## src/design/type_length_frame_parser_macros.svh

```systemverilog
// Assertion helpers used by the frame parser RTL.
`ifndef TYPE_LENGTH_FRAME_PARSER_MACROS_SVH
`define TYPE_LENGTH_FRAME_PARSER_MACROS_SVH

// Same-cycle implication, checked out of reset.
`define TLFP_ASSERT_NOW(label, ante, cons) \
  label: assert property (@(posedge clk_i) disable iff (!rst_ni) (ante) |-> (cons)) \
    else $error("tlfp assertion failed");

// Next-cycle implication, checked out of reset.
`define TLFP_ASSERT_NEXT(label, ante, cons) \
  label: assert property (@(posedge clk_i) disable iff (!rst_ni) (ante) |=> (cons)) \
    else $error("tlfp assertion failed");

`endif

```

## src/design/tlfp_pkg.sv

```systemverilog
`timescale 1ns / 1ps

package tlfp_pkg;

  // Header is one type byte plus a four-byte big-endian length
  localparam int unsigned HdrBytes = 5;
  localparam int unsigned LenW     = 32;
  localparam int unsigned LimitW   = 33;
  localparam int unsigned CountW   = 3;

  typedef enum logic [1:0] {
    PH_HEADER  = 2'd0,
    PH_PAYLOAD = 2'd1,
    PH_ERROR   = 2'd2
  } phase_e;

  typedef enum logic [1:0] {
    KIND_PAYLOAD   = 2'd0,
    KIND_EMPTY     = 2'd1,
    KIND_TOO_LARGE = 2'd2,
    KIND_REJECTED  = 2'd3
  } kind_e;

  // Input register contents handed to the parser
  typedef struct packed {
    logic       valid;
    logic [7:0] data;
  } byte_slot_t;

  typedef struct packed {
    kind_e            result_kind;
    logic [7:0]       msg_type;
    logic [LenW-1:0]  payload_length;
    logic [7:0]       payload_byte;
    logic [LenW-1:0]  byte_offset;
    logic             last_of_frame;
  } result_t;

endpackage

```

## src/design/tlfp_channels.sv

```systemverilog
`timescale 1ns / 1ps

// Raw stream byte channel
interface tlfp_byte_if;
  logic       valid;
  logic       ready;
  logic [7:0] data_byte;

  modport source (output valid, output data_byte, input ready);
  modport sink (input valid, input data_byte, output ready);
endinterface

// Parser result word channel
interface tlfp_result_if;
  logic                         valid;
  logic                         ready;
  logic [1:0]                   result_kind;
  logic [7:0]                   msg_type;
  logic [tlfp_pkg::LenW-1:0]    payload_length;
  logic [7:0]                   payload_byte;
  logic [tlfp_pkg::LenW-1:0]    byte_offset;
  logic                         last_of_frame;

  modport source (
    output valid, output result_kind, output msg_type, output payload_length,
    output payload_byte, output byte_offset, output last_of_frame, input ready
  );
  modport sink (
    input valid, input result_kind, input msg_type, input payload_length,
    input payload_byte, input byte_offset, input last_of_frame, output ready
  );
endinterface

// Frame size limit write channel
interface tlfp_cfg_if;
  logic                        valid;
  logic                        ready;
  logic [tlfp_pkg::LimitW-1:0] max_frame_bytes;

  modport source (output valid, output max_frame_bytes, input ready);
  modport sink (input valid, input max_frame_bytes, output ready);
endinterface

```

## src/design/tlfp_in_stage.sv

```systemverilog
`timescale 1ns / 1ps

module tlfp_in_stage (
  input  logic                 clk_i,
  input  logic                 rst_ni,
  tlfp_byte_if.sink            byte_i,
  input  logic                 advance_i,
  output tlfp_pkg::byte_slot_t slot_o
);

  logic       valid_q, valid_d;
  logic [7:0] data_q;
  logic       take;

  // Accept when the slot is empty or drains this cycle
  assign byte_i.ready = !valid_q || advance_i;
  assign take         = byte_i.valid && byte_i.ready;

  always_comb begin
    valid_d = valid_q;
    if (take) begin
      valid_d = 1'b1;
    end else if (advance_i) begin
      valid_d = 1'b0;
    end
  end

  always_ff @(posedge clk_i or negedge rst_ni) begin
    if (!rst_ni) begin
      valid_q <= 1'b0;
    end else begin
      valid_q <= valid_d;
    end
  end

  // Hold the stream byte until the parser takes it
  always_ff @(posedge clk_i) begin
    if (take) begin
      data_q <= byte_i.data_byte;
    end
  end

  assign slot_o.valid = valid_q;
  assign slot_o.data  = data_q;

endmodule

```

## src/design/tlfp_parse.sv

```systemverilog
`timescale 1ns / 1ps
`include "type_length_frame_parser_macros.svh"

module tlfp_parse (
  input  logic                 clk_i,
  input  logic                 rst_ni,
  input  tlfp_pkg::byte_slot_t slot_i,
  output logic                 advance_o,
  tlfp_cfg_if.sink             cfg_i,
  tlfp_result_if.source        result_o
);

  tlfp_pkg::phase_e                 phase_q, phase_d;
  logic [tlfp_pkg::CountW-1:0]      header_count_q, header_count_d;
  logic [7:0]                       frame_type_q, frame_type_d;
  logic [tlfp_pkg::LenW-1:0]        frame_length_q, frame_length_d;
  logic [tlfp_pkg::LenW-1:0]        payload_seen_q, payload_seen_d;
  logic [tlfp_pkg::LimitW-1:0]      limit_q;
  logic                             res_valid_q, res_valid_d;
  tlfp_pkg::result_t                res_q, res_new;
  logic                             emit;
  logic                             is_last;
  logic [tlfp_pkg::LenW-1:0]        len_shift;
  logic [tlfp_pkg::LimitW-1:0]      total;

  // Limit register; the user must write it only while the parser is idle, the block does not enforce it
  assign cfg_i.ready = 1'b1;

  always_ff @(posedge clk_i or negedge rst_ni) begin
    if (!rst_ni) begin
      limit_q <= '0;
    end else if (cfg_i.valid) begin
      limit_q <= cfg_i.max_frame_bytes;
    end
  end

  // Move the input byte on when the result register is free or drains
  assign advance_o = slot_i.valid && (!res_valid_q || result_o.ready);

  assign len_shift = {frame_length_q[tlfp_pkg::LenW-9:0], slot_i.data};
  assign total     = {1'b0, len_shift} + tlfp_pkg::LimitW'(tlfp_pkg::HdrBytes);
  assign is_last   = (payload_seen_q == frame_length_q - tlfp_pkg::LenW'(1));

  // Parse one byte against the current frame state
  always_comb begin
    phase_d        = phase_q;
    header_count_d = header_count_q;
    frame_type_d   = frame_type_q;
    frame_length_d = frame_length_q;
    payload_seen_d = payload_seen_q;
    emit           = 1'b0;
    res_new        = '0;
    res_new.result_kind = tlfp_pkg::KIND_PAYLOAD;
    case (phase_q)
      tlfp_pkg::PH_ERROR: begin
        emit                = 1'b1;
        res_new.result_kind = tlfp_pkg::KIND_REJECTED;
      end
      tlfp_pkg::PH_PAYLOAD: begin
        emit                   = 1'b1;
        res_new.result_kind    = tlfp_pkg::KIND_PAYLOAD;
        res_new.msg_type       = frame_type_q;
        res_new.payload_length = frame_length_q;
        res_new.payload_byte   = slot_i.data;
        res_new.byte_offset    = payload_seen_q;
        res_new.last_of_frame  = is_last;
        payload_seen_d         = payload_seen_q + tlfp_pkg::LenW'(1);
        if (is_last) begin
          phase_d        = tlfp_pkg::PH_HEADER;
          header_count_d = '0;
          payload_seen_d = '0;
        end
      end
      default: begin
        // Header collection; an unused phase code behaves the same
        if (header_count_q == '0) begin
          frame_type_d   = slot_i.data;
          frame_length_d = '0;
          header_count_d = tlfp_pkg::CountW'(1);
        end else begin
          frame_length_d = len_shift;
          if (header_count_q == tlfp_pkg::CountW'(tlfp_pkg::HdrBytes - 1)) begin
            header_count_d         = '0;
            payload_seen_d         = '0;
            res_new.msg_type       = frame_type_q;
            res_new.payload_length = len_shift;
            if ((limit_q != '0) && (total > limit_q)) begin
              phase_d             = tlfp_pkg::PH_ERROR;
              emit                = 1'b1;
              res_new.result_kind = tlfp_pkg::KIND_TOO_LARGE;
            end else if (len_shift == '0) begin
              phase_d               = tlfp_pkg::PH_HEADER;
              emit                  = 1'b1;
              res_new.result_kind   = tlfp_pkg::KIND_EMPTY;
              res_new.last_of_frame = 1'b1;
            end else begin
              phase_d = tlfp_pkg::PH_PAYLOAD;
            end
          end else begin
            header_count_d = header_count_q + tlfp_pkg::CountW'(1);
          end
        end
      end
    endcase
  end

  // Frame state advances only on a byte that moves on
  always_ff @(posedge clk_i or negedge rst_ni) begin
    if (!rst_ni) begin
      phase_q        <= tlfp_pkg::PH_HEADER;
      header_count_q <= '0;
      frame_type_q   <= '0;
      frame_length_q <= '0;
      payload_seen_q <= '0;
    end else if (advance_o) begin
      phase_q        <= phase_d;
      header_count_q <= header_count_d;
      frame_type_q   <= frame_type_d;
      frame_length_q <= frame_length_d;
      payload_seen_q <= payload_seen_d;
    end
  end

  // Result register: drop on take, load on a new word
  always_comb begin
    res_valid_d = res_valid_q;
    if (result_o.ready) begin
      res_valid_d = 1'b0;
    end
    if (advance_o && emit) begin
      res_valid_d = 1'b1;
    end
  end

  always_ff @(posedge clk_i or negedge rst_ni) begin
    if (!rst_ni) begin
      res_valid_q <= 1'b0;
    end else begin
      res_valid_q <= res_valid_d;
    end
  end

  always_ff @(posedge clk_i) begin
    if (advance_o && emit) begin
      res_q <= res_new;
    end
  end

  assign result_o.valid          = res_valid_q;
  assign result_o.result_kind    = res_q.result_kind;
  assign result_o.msg_type       = res_q.msg_type;
  assign result_o.payload_length = res_q.payload_length;
  assign result_o.payload_byte   = res_q.payload_byte;
  assign result_o.byte_offset    = res_q.byte_offset;
  assign result_o.last_of_frame  = res_q.last_of_frame;

  // Error phase is left only through reset
  `TLFP_ASSERT_NEXT(a_error_sticky, phase_q == tlfp_pkg::PH_ERROR, phase_q == tlfp_pkg::PH_ERROR)
  // Header counter stays below the five header bytes
  `TLFP_ASSERT_NOW(a_count_range, 1'b1, header_count_q < tlfp_pkg::CountW'(tlfp_pkg::HdrBytes))
  // Payload offset never reaches the frame length
  `TLFP_ASSERT_NOW(a_offset_bound, phase_q == tlfp_pkg::PH_PAYLOAD, payload_seen_q < frame_length_q)
  // Last mark only on payload or empty-frame words
  `TLFP_ASSERT_NOW(a_last_kind, res_valid_q && res_q.last_of_frame, (res_q.result_kind == tlfp_pkg::KIND_PAYLOAD) || (res_q.result_kind == tlfp_pkg::KIND_EMPTY))

endmodule

```

## src/design/type_length_frame_parser.sv

```systemverilog
`timescale 1ns / 1ps

// Type-length frame parser: takes one stream byte per clock while results are
// taken and gives at most one result word per byte via the input register,
// then result register. The header (type byte, 32-bit big-endian length) gives
// no words until it completes, then an empty-frame word, a too-large word, or
// nothing; each payload byte gives one word with its offset and last mark.
// After a too-large frame every byte is rejected until reset. A byte is taken
// every cycle while results are taken; byte ready follows the result ready
// through the input register within the same cycle. The size limit is written
// on the configuration channel, always ready, and is read only when a header
// completes.
module type_length_frame_parser (
  input  logic          clk_i,
  input  logic          rst_ni,
  tlfp_byte_if.sink     byte_i,
  tlfp_cfg_if.sink      cfg_i,
  tlfp_result_if.source result_o
);

  tlfp_pkg::byte_slot_t slot;
  logic                 advance;

  tlfp_in_stage u_in_stage (
    .clk_i     (clk_i),
    .rst_ni    (rst_ni),
    .byte_i    (byte_i),
    .advance_i (advance),
    .slot_o    (slot)
  );

  tlfp_parse u_parse (
    .clk_i     (clk_i),
    .rst_ni    (rst_ni),
    .slot_i    (slot),
    .advance_o (advance),
    .cfg_i     (cfg_i),
    .result_o  (result_o)
  );

endmodule
```

## src/flat_wrapper.sv

```systemverilog
// flat-port wrapper written by rule: the top's interface ports become plain ports
module type_length_frame_parser_flat 
  (clk_i, rst_ni, byte_i_valid, byte_i_data_byte, byte_i_ready, cfg_i_valid, cfg_i_max_frame_bytes, cfg_i_ready, result_o_valid, result_o_result_kind, result_o_msg_type, result_o_payload_length, result_o_payload_byte, result_o_byte_offset, result_o_last_of_frame, result_o_ready);
  tlfp_byte_if byte_i_i ();
  tlfp_cfg_if cfg_i_i ();
  tlfp_result_if result_o_i ();
  input  logic clk_i;
  input  logic rst_ni;
  input wire logic [$bits(byte_i_i.valid)-1:0] byte_i_valid;
  input wire logic [$bits(byte_i_i.data_byte)-1:0] byte_i_data_byte;
  output wire logic [$bits(byte_i_i.ready)-1:0] byte_i_ready;
  input wire logic [$bits(cfg_i_i.valid)-1:0] cfg_i_valid;
  input wire logic [$bits(cfg_i_i.max_frame_bytes)-1:0] cfg_i_max_frame_bytes;
  output wire logic [$bits(cfg_i_i.ready)-1:0] cfg_i_ready;
  output wire logic [$bits(result_o_i.valid)-1:0] result_o_valid;
  output wire logic [$bits(result_o_i.result_kind)-1:0] result_o_result_kind;
  output wire logic [$bits(result_o_i.msg_type)-1:0] result_o_msg_type;
  output wire logic [$bits(result_o_i.payload_length)-1:0] result_o_payload_length;
  output wire logic [$bits(result_o_i.payload_byte)-1:0] result_o_payload_byte;
  output wire logic [$bits(result_o_i.byte_offset)-1:0] result_o_byte_offset;
  output wire logic [$bits(result_o_i.last_of_frame)-1:0] result_o_last_of_frame;
  input wire logic [$bits(result_o_i.ready)-1:0] result_o_ready;
  assign byte_i_i.valid = byte_i_valid;
  assign byte_i_i.data_byte = byte_i_data_byte;
  assign byte_i_ready = byte_i_i.ready;
  assign cfg_i_i.valid = cfg_i_valid;
  assign cfg_i_i.max_frame_bytes = cfg_i_max_frame_bytes;
  assign cfg_i_ready = cfg_i_i.ready;
  assign result_o_valid = result_o_i.valid;
  assign result_o_result_kind = result_o_i.result_kind;
  assign result_o_msg_type = result_o_i.msg_type;
  assign result_o_payload_length = result_o_i.payload_length;
  assign result_o_payload_byte = result_o_i.payload_byte;
  assign result_o_byte_offset = result_o_i.byte_offset;
  assign result_o_last_of_frame = result_o_i.last_of_frame;
  assign result_o_i.ready = result_o_ready;
  type_length_frame_parser u_core (.clk_i(clk_i), .rst_ni(rst_ni), .byte_i(byte_i_i), .cfg_i(cfg_i_i), .result_o(result_o_i));
endmodule
```

## config.mk

```make
export PLATFORM = sky130hd
export DESIGN_NAME = type_length_frame_parser_flat
export DESIGN_NICKNAME = d
export VERILOG_FILES = /design/src/design/tlfp_pkg.sv /design/src/design/tlfp_channels.sv /design/src/design/tlfp_in_stage.sv /design/src/design/tlfp_parse.sv /design/src/design/type_length_frame_parser.sv /design/src/flat_wrapper.sv
export VERILOG_INCLUDE_DIRS = /design/src /design/src/design
export SDC_FILE = /design/constraint.sdc
export NUM_CORES = 1
export LEC_CHECK = 0
export BUFFER_PORTS_ARGS = -buffer_cell sky130_fd_sc_hd__buf_4
export CAP_MARGIN = 20
export CORE_MARGIN = 4
export CORE_UTILIZATION = 47
export DETAILED_ROUTE_END_ITERATION = 8
export GPL_TIMING_DRIVEN = 0
export PLACE_DENSITY = 0.71
export SLEW_MARGIN = 20
export SYNTH_ARGS = -nofsm -noshare
export SYNTH_HDL_FRONTEND = slang
export SYNTH_SLANG_ARGS = --single-unit
export TNS_END_PERCENT = 10
```

## constraint.sdc

```tcl
create_clock -name clk_i -period 7.4 [get_ports clk_i]
set_input_delay 0.37 -clock clk_i [delete_from_list [all_inputs] [get_ports clk_i]]
set_output_delay 0.37 -clock clk_i [all_outputs]
set_load 0.03 [all_outputs]
```

======== Word-level counts from Yosys, hierarchy flattened ========
Index checks and enable logic that the tools add are counted.
W data, S select, Z words.
word-level totals
  register bits ........................... 203
  output and inout bits ................... 86
  word-level logic and storage cells ...... 82
operators by class
  add/subtract/negate cells ............... 4
  magnitude comparators ................... 1
  equality and inequality tests ........... 6
  muxes and demuxes ....................... 34
  bitwise logic cells ..................... 2
  reductions and logical operators ........ 20
operators by type and width
  operator                 count
  $mux W32                 4
  $mux W42                 2
  $pmux W40 S2             1
  $pmux W32 S2             1
  $add A32 B3 Y33 const B  1
  $gt A33 B33 Y1           1
  $reduce_bool A33 Y1      1
  $add A32 B1 Y32 const B  1
  $eq A32 B32 Y1           1
  $logic_not A32 Y1        1
  $sub A32 B1 Y32 const B  1
  $mux W1                  14
  $mux W2                  5
  $mux W3                  3
  $pmux W2 S2              2
  $pmux W3 S2              1
  $reduce_and A3 Y1        2
  $reduce_bool A2 Y1       3
  $reduce_and A5 Y1        1
  $logic_and A1 B1 Y1      4
  $reduce_and A4 Y1        1
  $add A3 B1 Y3 const B    1
  $eq A3 B3 Y1 const B     1
  $logic_not A3 Y1         1
  other kinds (10)         13

======== Logic depth before layout (Yosys ltp) ========
Gate-level depths: netlist (run 1).
  depth after elaboration ................. 9
  mapped depth ............................ 19
  gate-level depth less buffers ........... 18

======== Modules after synthesis ========
From an unflattened synthesis (run 1), not the netlist that was laid out.
unflattened totals
  cells, all modules ...................... 1135
  area, all modules ....................... 11203.2 um^2
by module, submodules not included
  module         times used  cells an instance  area each (um^2)  seq. area each (um^2)
  tlfp_parse     1           1122               10901.7           5270.1
  tlfp_in_stage  1           13                 301.5             265.3

======== Least setup slack after synthesis (run 1) ========
OpenSTA, ideal clock, no wires.
  path kind ............................... register -> register
  from .................................... register u_core.u_in_stage.data_q[3]
  to ...................................... register u_core.u_parse.res_q, in the netlist u_core.u_parse.result_o.byte_offset[0] (enable)
  setup time .............................. 0.574 ns
  data arrival time ....................... 7.477 ns
  data required time ...................... 6.826 ns
  setup slack ............................. -0.650 ns
  stages on the path, launching flop included .. 19
  period minus slack after synthesis ...... 8.050 ns
  cell sequence ........................... edfxtp_1 -> clkbuf_1 -> and3_1 -> nand3_1 -> nor2_1 -> and2_1 -> nand3_1 -> nor3_1 -> nand3_1 -> xnor2_1 -> ha_1 -> a21oi_1 -> nor2b_1 -> o21ai_0 -> nand2b_1 -> a21oi_1 -> o21ai_0 -> o21ai_1 -> a31oi_1
on the way
  word-level cells in the longest chain between the ends .. 8
  elaborated cells on any way between the ends .. 10
ends and longest elaborated chain
  item                     line                 source
  start, declared          tlfp_in_stage.sv:12  logic [7:0] data_q;
  start signal, assigned   tlfp_in_stage.sv:39  data_q <= byte_i.data_byte;
  $add A32 B3 Y33          tlfp_parse.sv:41     assign total = {1'b0, len_shift} + tlfp_pkg::LimitW'(tlfp_pkg::HdrBytes);
  $gt A33 B33 Y1           tlfp_parse.sv:87     if ((limit_q != '0) && (total > limit_q)) begin
  $logic_and A1 B1 Y1      tlfp_parse.sv:87
  $mux W1 (*)              tlfp_parse.sv:87
  $mux W1 (*)              tlfp_parse.sv:82     if (header_count_q == tlfp_pkg::CountW'(tlfp_pkg::HdrBytes - 1)) begin
  $mux W1 (*)              tlfp_parse.sv:76     if (header_count_q == '0) begin
  $mux W1 (*)              tlfp_parse.sv:54     case (phase_q)
  $logic_and A1 B1 Y1 (*)  tlfp_parse.sv:144    if (advance_o && emit) begin
  end signal, assigned     tlfp_parse.sv:145    res_q <= res_new;
  end, declared            tlfp_parse.sv:20     tlfp_pkg::result_t res_q, res_new;
Every way passes the cells marked *; elsewhere a longest branch is shown, timed or not.
A chain may end at the register's enable or synchronous reset.

======== Worst setup path after layout (run 1) ========
  from .................................... register u_core.u_in_stage.data_q[4]
  to ...................................... register u_core.u_parse.res_q, in the netlist u_core.u_parse.result_o.payload_length[28] (enable)
Same word-level chain as after synthesis.

==> reports/qor.csv, run 1 <==
stage,metric,value,unit
route,drtAntennaViolNets,0,
pwr,p_leak,0.00569,uW
setup_path,cp_max_fo,18,
clock_tree,path_clk_slew,60,ps
setup_path,cpPeakStageDelay,740,ps
yosys,netlist-cell-type-count,71,
setup_path,worstSetupPathType,reg -> reg,
finish,drive_gt1_share,17.4,%
outcome,status,"finished, final reports clean",
yosys,ys.flop_type,dfrtp_1,
setup_path,critical_path.top_delay_family,simple AND/OR/NAND/NOR gates,
sta,fin_crit,5680,ps
floorplanning,initial_utilization,48.2,%
setup_path,cp_data_required_time,7660,ps
placement,post-place-ws,1710,ps
global_routing,grt_pass1_vias,8606,
setup_path,arrival,5950,ps
sta,clock_skew,15.8,ps
yosys,synthCells,1097,
clock_tree,cts_setup_buffers,0,
yosys,synth_edf_count,91,
sta,slew_headroom,38.9,%
pwr,p_sw,2350,uW
setup_path,start_kind,flop,
yosys,synth.avg_cell_area,10.0,sq um
route,drt_iter0_drc,576,
global_routing,antenna_found_initial,0,
setup_path,cpMaxStageDelayCell,o21ai_1,
finish,postLayoutCoreUtil,58.3,%
yosys,yosysSeqAreaShare,50.3,%
clock_tree,insertion_delay,510,ps
sta,period_share,76.8,%
floorplanning,ioPinCount,132,
clock_tree,ctsResizeCount,0,
clock_tree,holdBufCountCts,1,
setup_path,crit_buf_inv,4,
placement,dp_hpwl,20400,um
sta,finalHoldViolations,0,
setup_path,critPathCaptureType,flop,
floorplanning,die_h,161,um
sta,finalWorstSetupSlack,1720,ps
route,drt_wl_total,28000,um
finish,area_delta_synth_final,20.9,%
clock_tree,numClockSinks,203,
finish,diodes,0,
pwr,p_per_area,422,nW/um^2
clock_tree,root_buffer,clkbuf_16,
pwr,p_seq_share,31.8,%
clock_tree,h-tree-depth,1,
floorplanning,fp-row-count,55,
sta,rsz0062_at_grt,no,
yosys,yosys_warnings,0,
yosys,syn_nets,1185,
global_routing,grt_usage,21.1,%
pwr,p_comb_share,47.0,%
finish,fillers,1999,
global_routing,grt_pass1_wl,44700,um
yosys,ys_ff_latch,203,
job,max_cap_violations,0,
sta,setup_violations,0,
route,via_count,8784,
pwr,internal_power,3270,uW
clock_tree,cts_buffers,23,
setup_path,crit_path_cell_trace,clkbuf_1 > and3_1 > nand3_1 > nor2_1 > and2_1 > nand3_1 > nor3_1 > nand3_1 > xnor2_1 > ha_1 > a21oi_1 > nor2b_1 > o21ai_0 > nand2b_1 > a21oi_1 > o21ai_0 > o21ai_1 > a31oi_4 > buf_16 > buf_16 > buf_16,
pwr,switching_share,41.8,%
yosys,netlist_area,11000,sq um
floorplanning,chipWidth,161,um
route,drc,0,
finish,final_nets,1345,
worst_hold_path,hp-class,in -> reg,
pwr,pwr-share-clk,21.2,%
clock_tree,cts_buffer_depth,3,
placement,io_buffers,129,
route,viasPerCell,5.54,
yosys,synthArstFlopShare,55.2,%
global_routing,gr-total-overflow,0,
global_routing,grt_start_max_net_pins,73,
floorplanning,core_area,22800,sq um
placement,routabilityCongestion,0.870,
route,wl_per_cell,17.6,um
sta,slew_violations,0,
clock_tree,cts_tree,built,
floorplanning,dieArea,25900,sq um
route,first_pass_iters,5,
sta,fmax,176,MHz
finish,multi_input_area,4950,sq um
sta,worst_slew_pin_slew,910,ps
finish,regArea,5540,sq um
pwr,peakVddDrop,0.000288,V
==> power by group through the flow <==
stage / sequential, uW / combinational [uW] / clock (uW)
final: 1790 / 2640 / 1190
after global placement: 1840 / 2470 / 0
after CTS: 1790 / 2630 / 1220
after detailed placement: 1800 / 2620 / 0
after floorplan: 2130 / 1400 / 0
after global routing: 1820 / 2870 / 1260
==> routing by layer <==
layer  track usage (%)  vias up  part of all wire, %
met5                 0        -                    0
met4              4.58        0                  1.5
met3              4.24       38                  7.1
met2              35.2      295                   48
met1              28.9     4262                   43
li1                  -     4189                    -
==> cell usage in the layout (no fill, tap or decap), drive strengths merged, types with 22 or more instances in the layout <==
cell / n
edfxtp: 91
nor4: 24
xor2: 32
o21ai: 91
nor2: 65
dfrtp: 112
nand2: 144
clkbuf: 82
nand3: 40
buf: 155
nand4: 22
inv: 57
xnor2: 57
a22o: 30
and2: 44
ha: 42
==> flip-flops by register name, summed over array words and instances (netlist names) <==
signal / count
u_core.u_parse.result_o.valid: 1
u_core.u_parse.result_o.payload_length: 32
u_core.u_parse.frame_length_q: 32
u_core.u_parse.result_o.last_of_frame: 1
u_core.u_parse.phase_q: 2
u_core.u_in_stage.valid_q: 1
u_core.u_parse.frame_type_q: 8
u_core.u_parse.result_o.result_kind: 2
u_core.u_parse.limit_q: 33
u_core.u_parse.result_o.payload_byte: 8
u_core.u_parse.result_o.msg_type: 8
u_core.u_parse.payload_seen_q: 32
u_core.u_in_stage.data_q: 8
u_core.u_parse.result_o.byte_offset: 32
u_core.u_parse.header_count_q: 3
==> per-stage QoR <==
stage                     hold slack [ps]  instances  setup TNS, ps  cell area [sq um]  power [uW]
after floorplan                      74.4       1097              0              11000        3540
after global placement                456       1539         -57220              12400        4310
after detailed placement              440       1544              0              12500        4420
after CTS                            18.1       1586              0              13300        5630
after global routing                 14.9       1586              0              13300        5960
final                                33.9       1586              0              13300        5620
==> path summary, 6_finish.rpt <==
kind / slack, ps / cells past startpoint / from / to
worst max-delay path: 1720 / 21 / u_core.u_in_stage.data_q[4]$_DFFE_PP_ / u_core.u_parse.result_o.payload_length[28]$_DFFE_PP_
worst min-delay path: 30 / 1 / byte_i_data_byte[3] / u_core.u_in_stage.data_q[3]$_DFFE_PP_
worst max register to register: 1720 / 21 / u_core.u_in_stage.data_q[4]$_DFFE_PP_ / u_core.u_parse.result_o.payload_length[28]$_DFFE_PP_
worst min register to register: 490 / 2 / u_core.u_parse.frame_type_q[1]$_DFFE_PN0P_ / u_core.u_parse.frame_type_q[1]$_DFFE_PN0P_
max in group asynchronous: 6250 / 3 / rst_ni / u_core.u_parse.frame_length_q[28]$_DFFE_PN0P_
min in group asynchronous: 450 / 2 / rst_ni / u_core.u_parse.limit_q[3]$_DFFE_PN0P_
==> final cells by class <==
type / instances / area share [%]
sequential: 203 / 41.6
multi-input combinational: 763 / 37.2
timing repair buffer: 135 / 8.36
clock buffer: 27 / 4.60
tap: 313 / 2.94
buffer: 76 / 2.48
inverter: 55 / 1.55
clock inverter: 14 / 1.30
==> cell usage after synthesis, types with 17 or more instances <==
| library cell | count | area share, % |
|---|---|---|
| a21oi_1 | 20 | 0.91 |
| a22o_1 | 30 | 2.4 |
| and2_1 | 44 | 2.5 |
| clkbuf_1 | 55 | 1.9 |
| dfrtp_1 | 112 | 25 |
| edfxtp_1 | 91 | 25 |
| ha_1 | 42 | 4.8 |
| inv_1 | 55 | 1.9 |
| nand2_1 | 142 | 4.8 |
| nand3_1 | 40 | 1.8 |
| nand4_1 | 22 | 1.3 |
| nor2_1 | 64 | 2.2 |
| nor3_1 | 17 | 0.77 |
| nor4_1 | 17 | 0.97 |
| o21ai_0 | 86 | 3.9 |
| xnor2_1 | 57 | 4.5 |
| xor2_1 | 32 | 2.5 |
==> kinds of logic (layout without fill, tap and decap cells) <==
family,count (synthesis),count (layout),synth area share (%)
AO/OA/AOI/OAI,198,198,11.7
XOR/XNOR,89,89,7.08
adder cells (fa/ha/maj),42,42,4.77
buffers and inverters,131,307,4.88
flip-flops,203,203,50.3
multiplexers,13,13,1.27
other,1,1,0.0341
AND/OR/NAND/NOR,420,420,20.0
(Power assumes the default switching activity.)
==> run 2: changes to the inputs <==
Settings changed: ABC_AREA set to 1.
Clock period 7.4 ns to 4.95 ns, I/O delays scaled along.
==> run 2 against run 1 <==
Global-route usage is 2.3 points higher. First-iteration DRC count is 23% higher. Flip-flop and latch count stayed put. Critical path depth is 4 higher. Wire length is 14% higher. Setup slack worse by 1400 ps. Synthesized cell count is 27% higher. Maximum frequency is 22% higher. Largest power group unchanged.
==> reports/qor.csv, run 2 <==
stage,metric,value,unit
finish,multi_input_area,5020,sq um
route,drtAntennaViolNets,0,
sta,period_share,94.4,%
floorplanning,dieArea,27300,sq um
sta,fmax,214,MHz
global_routing,grt_pass1_wl,50800,um
finish,area_delta_synth_final,24.7,%
route,wl_per_cell,16.4,um
finish,final_nets,1702,
setup_path,cp_data_required_time,5160,ps
clock_tree,root_buffer,clkbuf_16,
finish,drive_gt1_share,14.5,%
placement,routabilityCongestion,0.910,
clock_tree,cts_tree,built,
clock_tree,cts_buffer_depth,3,
yosys,ys_ff_latch,203,
yosys,syn_nets,1486,
global_routing,antenna_found_initial,0,
pwr,p_leak,0.00683,uW
clock_tree,path_clk_slew,60,ps
route,viasPerCell,5.27,
setup_path,cpPeakStageDelay,470,ps
yosys,netlist-cell-type-count,45,
yosys,ys.flop_type,dfrtp_1,
finish,largest_register_ffs,33,
yosys,yosys.area.top_type_share,24.2,%
pwr,p_per_area,574,nW/um^2
sta,slew_violations,0,
floorplanning,fp-row-count,57,
clock_tree,h-tree-depth,1,
floorplanning,ioPinCount,132,
clock_tree,numClockSinks,203,
clock_tree,cts_buffers,22,
yosys,synth.top_cells.by_area,"dfrtp_1 24%, edfxtp_1 24%, nand2_1 10%",
setup_path,cp_max_fo,18,
finish,regArea,5540,sq um
sta,finalHoldViolations,0,
yosys,yosys_warnings,0,
sta,worst_slew_pin_slew,799,ps
floorplanning,chipWidth,165,um
route,first_pass_iters,5,
placement,dp.cells,1854,
finish,mostFrequentLayoutCells,"316 x nand2_1, 214 x inv_1, 144 x buf_4",
yosys,netlist_area,11600,sq um
yosys,yosysTopAreaCell,dfrtp_1,
setup_path,start_kind,flop,
route,drc,0,
global_routing,gr-total-overflow,0,
yosys,yosysSeqAreaShare,47.7,%
setup_path,critPathCaptureType,flop,
finish,diodes,0,
yosys,synthCells,1398,
yosys,synth_most_common_cell,nand2_1,
yosys,synth.avg_cell_area,8.30,sq um
placement,dp_hpwl,23100,um
global_routing,grt_start_max_net_pins,80,
route,drt_iter0_drc,711,
route,via_count,10300,
sta,clock_skew,8.90,ps
floorplanning,core_area,24300,sq um
pwr,peakVddDrop,0.000398,V
setup_path,crit_top_cell,nor2_1,
setup_path,arrival,4890,ps
yosys,ys_top_cells_by_count,"317 x nand2_1, 215 x inv_1, 112 x dfrtp_1, 105 x a21oi_1, 102 x nor2_1",
placement,io_buffers,129,
setup_path,cpMaxStageDelayCell,edfxtp_1,
sta,setup_violations,0,
worst_hold_path,hp-class,in -> reg,
setup_path,worstSetupPathType,reg -> reg,
finish,layout_commonest_cell,nand2_1,
job,max_cap_violations,0,
outcome,status,"finished, final reports clean",
sta,fin_crit,4670,ps
yosys,synthArstFlopShare,55.2,%
finish,finalNonFillerCells,1954,
finish,fillers,2099,
finish,regMostFlops,u_core.u_parse.limit_q,
yosys,synth_edf_count,91,
route,drt_wl_total,32000,um
pwr,finalPower,8300,uW
global_routing,grt_usage,23.4,%
sta,slew_headroom,46.7,%
floorplanning,die_h,165,um
clock_tree,insertion_delay,510,ps
global_routing,grt_pass1_vias,10000,
floorplanning,initial_utilization,47.7,%
[run 2: per-stage QoR]
stage / cell area, sq um / util (%) / setup slack [ps] / hold slack (ps) / setup TNS [ps]
2_1_floorplan: 11600 / - / 380 / -48.1 / 0
3_3_place_gp: 13000 / 53.4 / -1150 / 426 / -93930
3_5_place_dp: 13000 / 53.7 / -99.6 / 159 / -6330
4_1_cts: 14300 / 58.7 / 179 / 143 / 0
5_1_grt: 14500 / 59.5 / -83.7 / 193 / -4320
6_report: 14500 / 59.5 / 279 / 150 / 0
[run 2: kinds of logic (layout without fill, tap and decap cells)]
logic type,count (synthesis),after routing,synth area share (%)
adder cells (fa/ha/maj),42,42,4.53
AND/OR/NAND/NOR,591,591,22.7
AO/OA/AOI/OAI,214,214,9.87
XOR/XNOR,71,71,5.60
buffers and inverters,276,508,9.55
other,1,1,0.0323
flip-flops,203,203,47.7
[run 2: layout make-up]
cell class              instances  share of cell area (%)
plain buffers                  56                    1.95
clock buffers                  29                    4.20
repair buffers                192                    11.3
multi-input cells             919                    34.7
clock inverters                11                    1.08
well taps                     324                    2.80
flip-flops and latches        203                    38.3
inverters                     220                    5.73
[run 2: timing repair]
item | in CTS | in global routing
endpoints found under the hold margin | 76 | 0
gates cloned | 0 | 1
setup buffers | 2 | 13
gates resized for setup | 1 | 14
pin swaps | 0 | 7
endpoints found under the setup margin | 70 | 83
hold buffers | 44 | 0
[run 2: power by group]
| part | internal, uW | switching [uW] |
|---|---|---|
| clock network | 1070 | 659 |
| registers | 2370 | 356 |
| logic | 1270 | 2570 |
[run 2: per-layer routing]
metal	global-route usage [%]	routed length (um)	share of wire, %	vias to the layer above
met5	0	0	0	-
met4	5.97	573	1.8	0
met3	4.27	2380	7.4	49
met2	38.6	15300	48	356
met1	32.1	13700	43	4904
li1	-	-	-	4992
[run 2: path summary, 6_finish.rpt]
check | from | to | slack, ps | cells past startpoint
worst min-delay path | cfg_i_valid | u_core.u_parse.limit_q[13]$_DFFE_PN0P_ | 150 | 2
worst min register to register | u_core.u_parse.header_count_q[1]$_DFFE_PN0P_ | u_core.u_parse.header_count_q[1]$_DFFE_PN0P_ | 520 | 2
worst max-delay path | u_core.u_in_stage.data_q[0]$_DFFE_PP_ | u_core.u_parse.result_o.byte_offset[25]$_SDFFCE_PN0P_ | 280 | 25
max in group asynchronous | rst_ni | u_core.u_parse.payload_seen_q[23]$_DFFE_PN0P_ | 4040 | 3
worst max register to register | u_core.u_in_stage.data_q[0]$_DFFE_PP_ | u_core.u_parse.result_o.byte_offset[25]$_SDFFCE_PN0P_ | 280 | 25
min in group asynchronous | rst_ni | u_core.u_parse.limit_q[5]$_DFFE_PN0P_ | 190 | 2
[run 2: critical path, delay by kind of cell, from the launching register on]
kind / cells / cell delay [ps]
xor+xnor: 1 / 150
fa+ha+maj: 2 / 530
buf+inv: 4 / 520
flops: 1 / 470
simple gates: 18 / 2710
==> run 3: changes to the inputs <==
Settings changed: CORE_UTILIZATION 47 to 54, GPL_TIMING_DRIVEN 0 to not set, PLACE_DENSITY 0.71 to 0.79.
==> run 3 against run 2 <==
Sequential power rose by 4%. Final area fell by 4.3%. Global-route usage rose by 2.1 points. Clock power fell by 8%. Count of clock-buffer cells in the layout fell by 1. Cell count fell by 6.0%. Flip-flop and latch count did not move. First-iteration DRC count rose by 15%. Die area fell by 12%. Combinational power fell by 8.6%. Utilization rose by 6.2 points. Setup slack improved by 160 ps. Largest cell class unchanged.
==> reports/qor.csv, run 3 (synthesized netlist as in run 2, its figures left out) <==
stage,metric,value,unit
worst_hold_path,hp-class,in -> reg,
clock_tree,numClockSinks,203,
setup_path,cp_max_fo,37,
clock_tree,cts_buffers,22,
sta,slew_headroom,40.4,%
clock_tree,h-tree-depth,1,
sta,period_share,91.1,%
floorplanning,die_h,155,um
placement,io_buffers,130,
global_routing,antenna_found_initial,0,
setup_path,start_kind,flop,
outcome,status,"finished, final reports clean",
finish,fillers,1728,
sta,rsz0062_at_grt,no,
floorplanning,dieArea,23900,sq um
global_routing,grt_start_max_net_pins,67,
finish,regMostFlops,u_core.u_parse.limit_q,
worst_hold_path,worstHoldPathCells,3,
pwr,peakVddDrop,0.000487,V
route,drc,0,
finish,regArea,5540,sq um
sta,setup_violations,0,
global_routing,grt_usage,25.5,%
finish,layout_commonest_cell,nand2_1,
setup_path,critPathCaptureType,flop,
finish,final_nets,1633,
clock_tree,cts_buffer_depth,3,
route,viasPerCell,5.47,
finish,diodes,0,
global_routing,gr-total-overflow,0,
route,drtAntennaViolNets,0,
sta,worst_slew_pin_slew,894,ps
pwr,p_per_area,573,nW/um^2
pwr,p_leak,0.00655,uW
placement,dp_hpwl,22000,um
finish,area_delta_synth_final,19.4,%
sta,slew_violations,0,
placement,routabilityCongestion,0.947,
floorplanning,ioPinCount,132,
floorplanning,fp-row-count,53,
route,drt_iter0_drc,816,
clock_tree,cts_setup_buffers,0,
sta,fin_crit,4510,ps
global_routing,grt_pass1_wl,49500,um
floorplanning,chipWidth,155,um
setup_path,r2r_start,u_core.u_in_stage.data_q[0]$_DFFE_PP_,
floorplanning,core_area,21100,sq um
setup_path,cp_data_required_time,5130,ps
setup_path,worstSetupPathType,reg -> reg,
setup_path,arrival,4690,ps
sta,finalHoldViolations,0,
placement,dp.cells,1753,
finish,largest_register_ffs,33,
worst_hold_path,min_from,byte_i_valid,
finish,multi_input_area,4970,sq um
setup_path,reg2reg_slack,440,ps
clock_tree,insertion_delay,500,ps
sta,tns,0,ps
job,max_cap_violations,0,
clock_tree,path_clk_slew,60,ps
finish,mostFrequentLayoutCells,"315 x nand2_1, 214 x inv_1, 134 x buf_4",
route,via_count,10000,
floorplanning,initial_utilization,55.0,%
route,drt_wl_total,31000,um
route,wl_per_cell,16.9,um
clock_tree,root_buffer,clkbuf_16,
finish,drive_gt1_share,13.2,%
sta,fmax,222,MHz
global_routing,grt_pass1_vias,9680,
setup_path,reg2reg_depth,23,
sta,clock_skew,13.5,ps
setup_path,startpoint,u_core.u_in_stage.data_q[0]$_DFFE_PP_,
finish,finalNonFillerCells,1836,
clock_tree,cts_tree,built,
route,first_pass_iters,7,
-- run 3: cell types whose count changed in the layout (fill, tap and decap cells not counted), sizes merged --
cell	previous run	this run
inv	218	219
buf	168	136
clkinvlp	2	4
dlygate4sd3	44	42
clkinv	7	8
bufinv	4	1
clkbuf	65	29
-- run 3: worst max-delay path, stage by stage (launching register included) --
cell and delay (ps):
edfxtp_1 450, ha_1 220, nor2_1 60, nor2_1 130, nand4_1 160, nor2_1 160, nand4_1 200, nor2_1 150
nand2_1 120, nor2_1 190, nand2_1 130, nor2_1 130, xor2_1 160, inv_1 60, ha_1 280, nand3_1 130
nor4_1 410, nand3b_1 120, nand3_1 100, nand2_1 160, nand3_1 120, nand2_1 100, clkinvlp_4 110, clkbuf_8 310
-- run 3: stage by stage --
step | setup WS [ps] | instance area [sq um] | power [uW] | hold slack [ps] | utilization [%]
after floorplan | 380 | 11600 | 5220 | -48.1 | -
after global placement | 513 | 12700 | 6210 | 403 | 60.3
after detailed placement | 344 | 12700 | 6280 | 420 | 60.3
after CTS | 315 | 13800 | 7910 | 7.44 | 65.6
after global routing | 6.98 | 13800 | 8420 | 22.9 | 65.7
final | 438 | 13800 | 7940 | 16.4 | 65.7
-- run 3: final cells by class --
cell class | count | share of cell area (%)
sequential | 203 | 40.0
multi-input combinational | 919 | 35.9
timing repair buffer | 179 | 10.7
inverter | 220 | 5.99
clock buffer | 28 | 4.29
tap | 275 | 2.48
clock inverter | 12 | 0.714
-- run 3: worst paths after layout --
| check | endpoint |
|---|---|
| worst min-delay path | u_core.u_in_stage.valid_q$_DFFE_PN0P_ |
| max in group asynchronous | u_core.u_parse.frame_length_q[4]$_DFFE_PN0P_ |
| worst max-delay path | u_core.u_parse.result_o.payload_length[15]$_DFFE_PP_ |
| min in group asynchronous | u_core.u_parse.limit_q[5]$_DFFE_PN0P_ |
| worst max register to register | u_core.u_parse.result_o.payload_length[15]$_DFFE_PP_ |
| worst min register to register | u_core.u_parse.header_count_q[0]$_DFFE_PN0P_ |
-- run 3: metal layers --
metal  global-route usage, %  vias up  part of all wire, %
li1                        -     4852                    -
met1                    35.1     4745                   42
met2                    42.7      387                   49
met3                    3.47       60                  6.3
met4                    7.19        0                  2.5
met5                       0        -                    0
-- run 3: power breakdown --
group	switching, uW	internal [uW]	total, uW
registers	471	2370	2840
clock network	678	909	1590
logic	2400	1110	3520
-- run 3: timing repair --
item	in CTS	in global routing
resized for setup	0	2
hold buffers	42	0
endpoints found under the setup margin	0	37
endpoints found under the hold margin	106	0
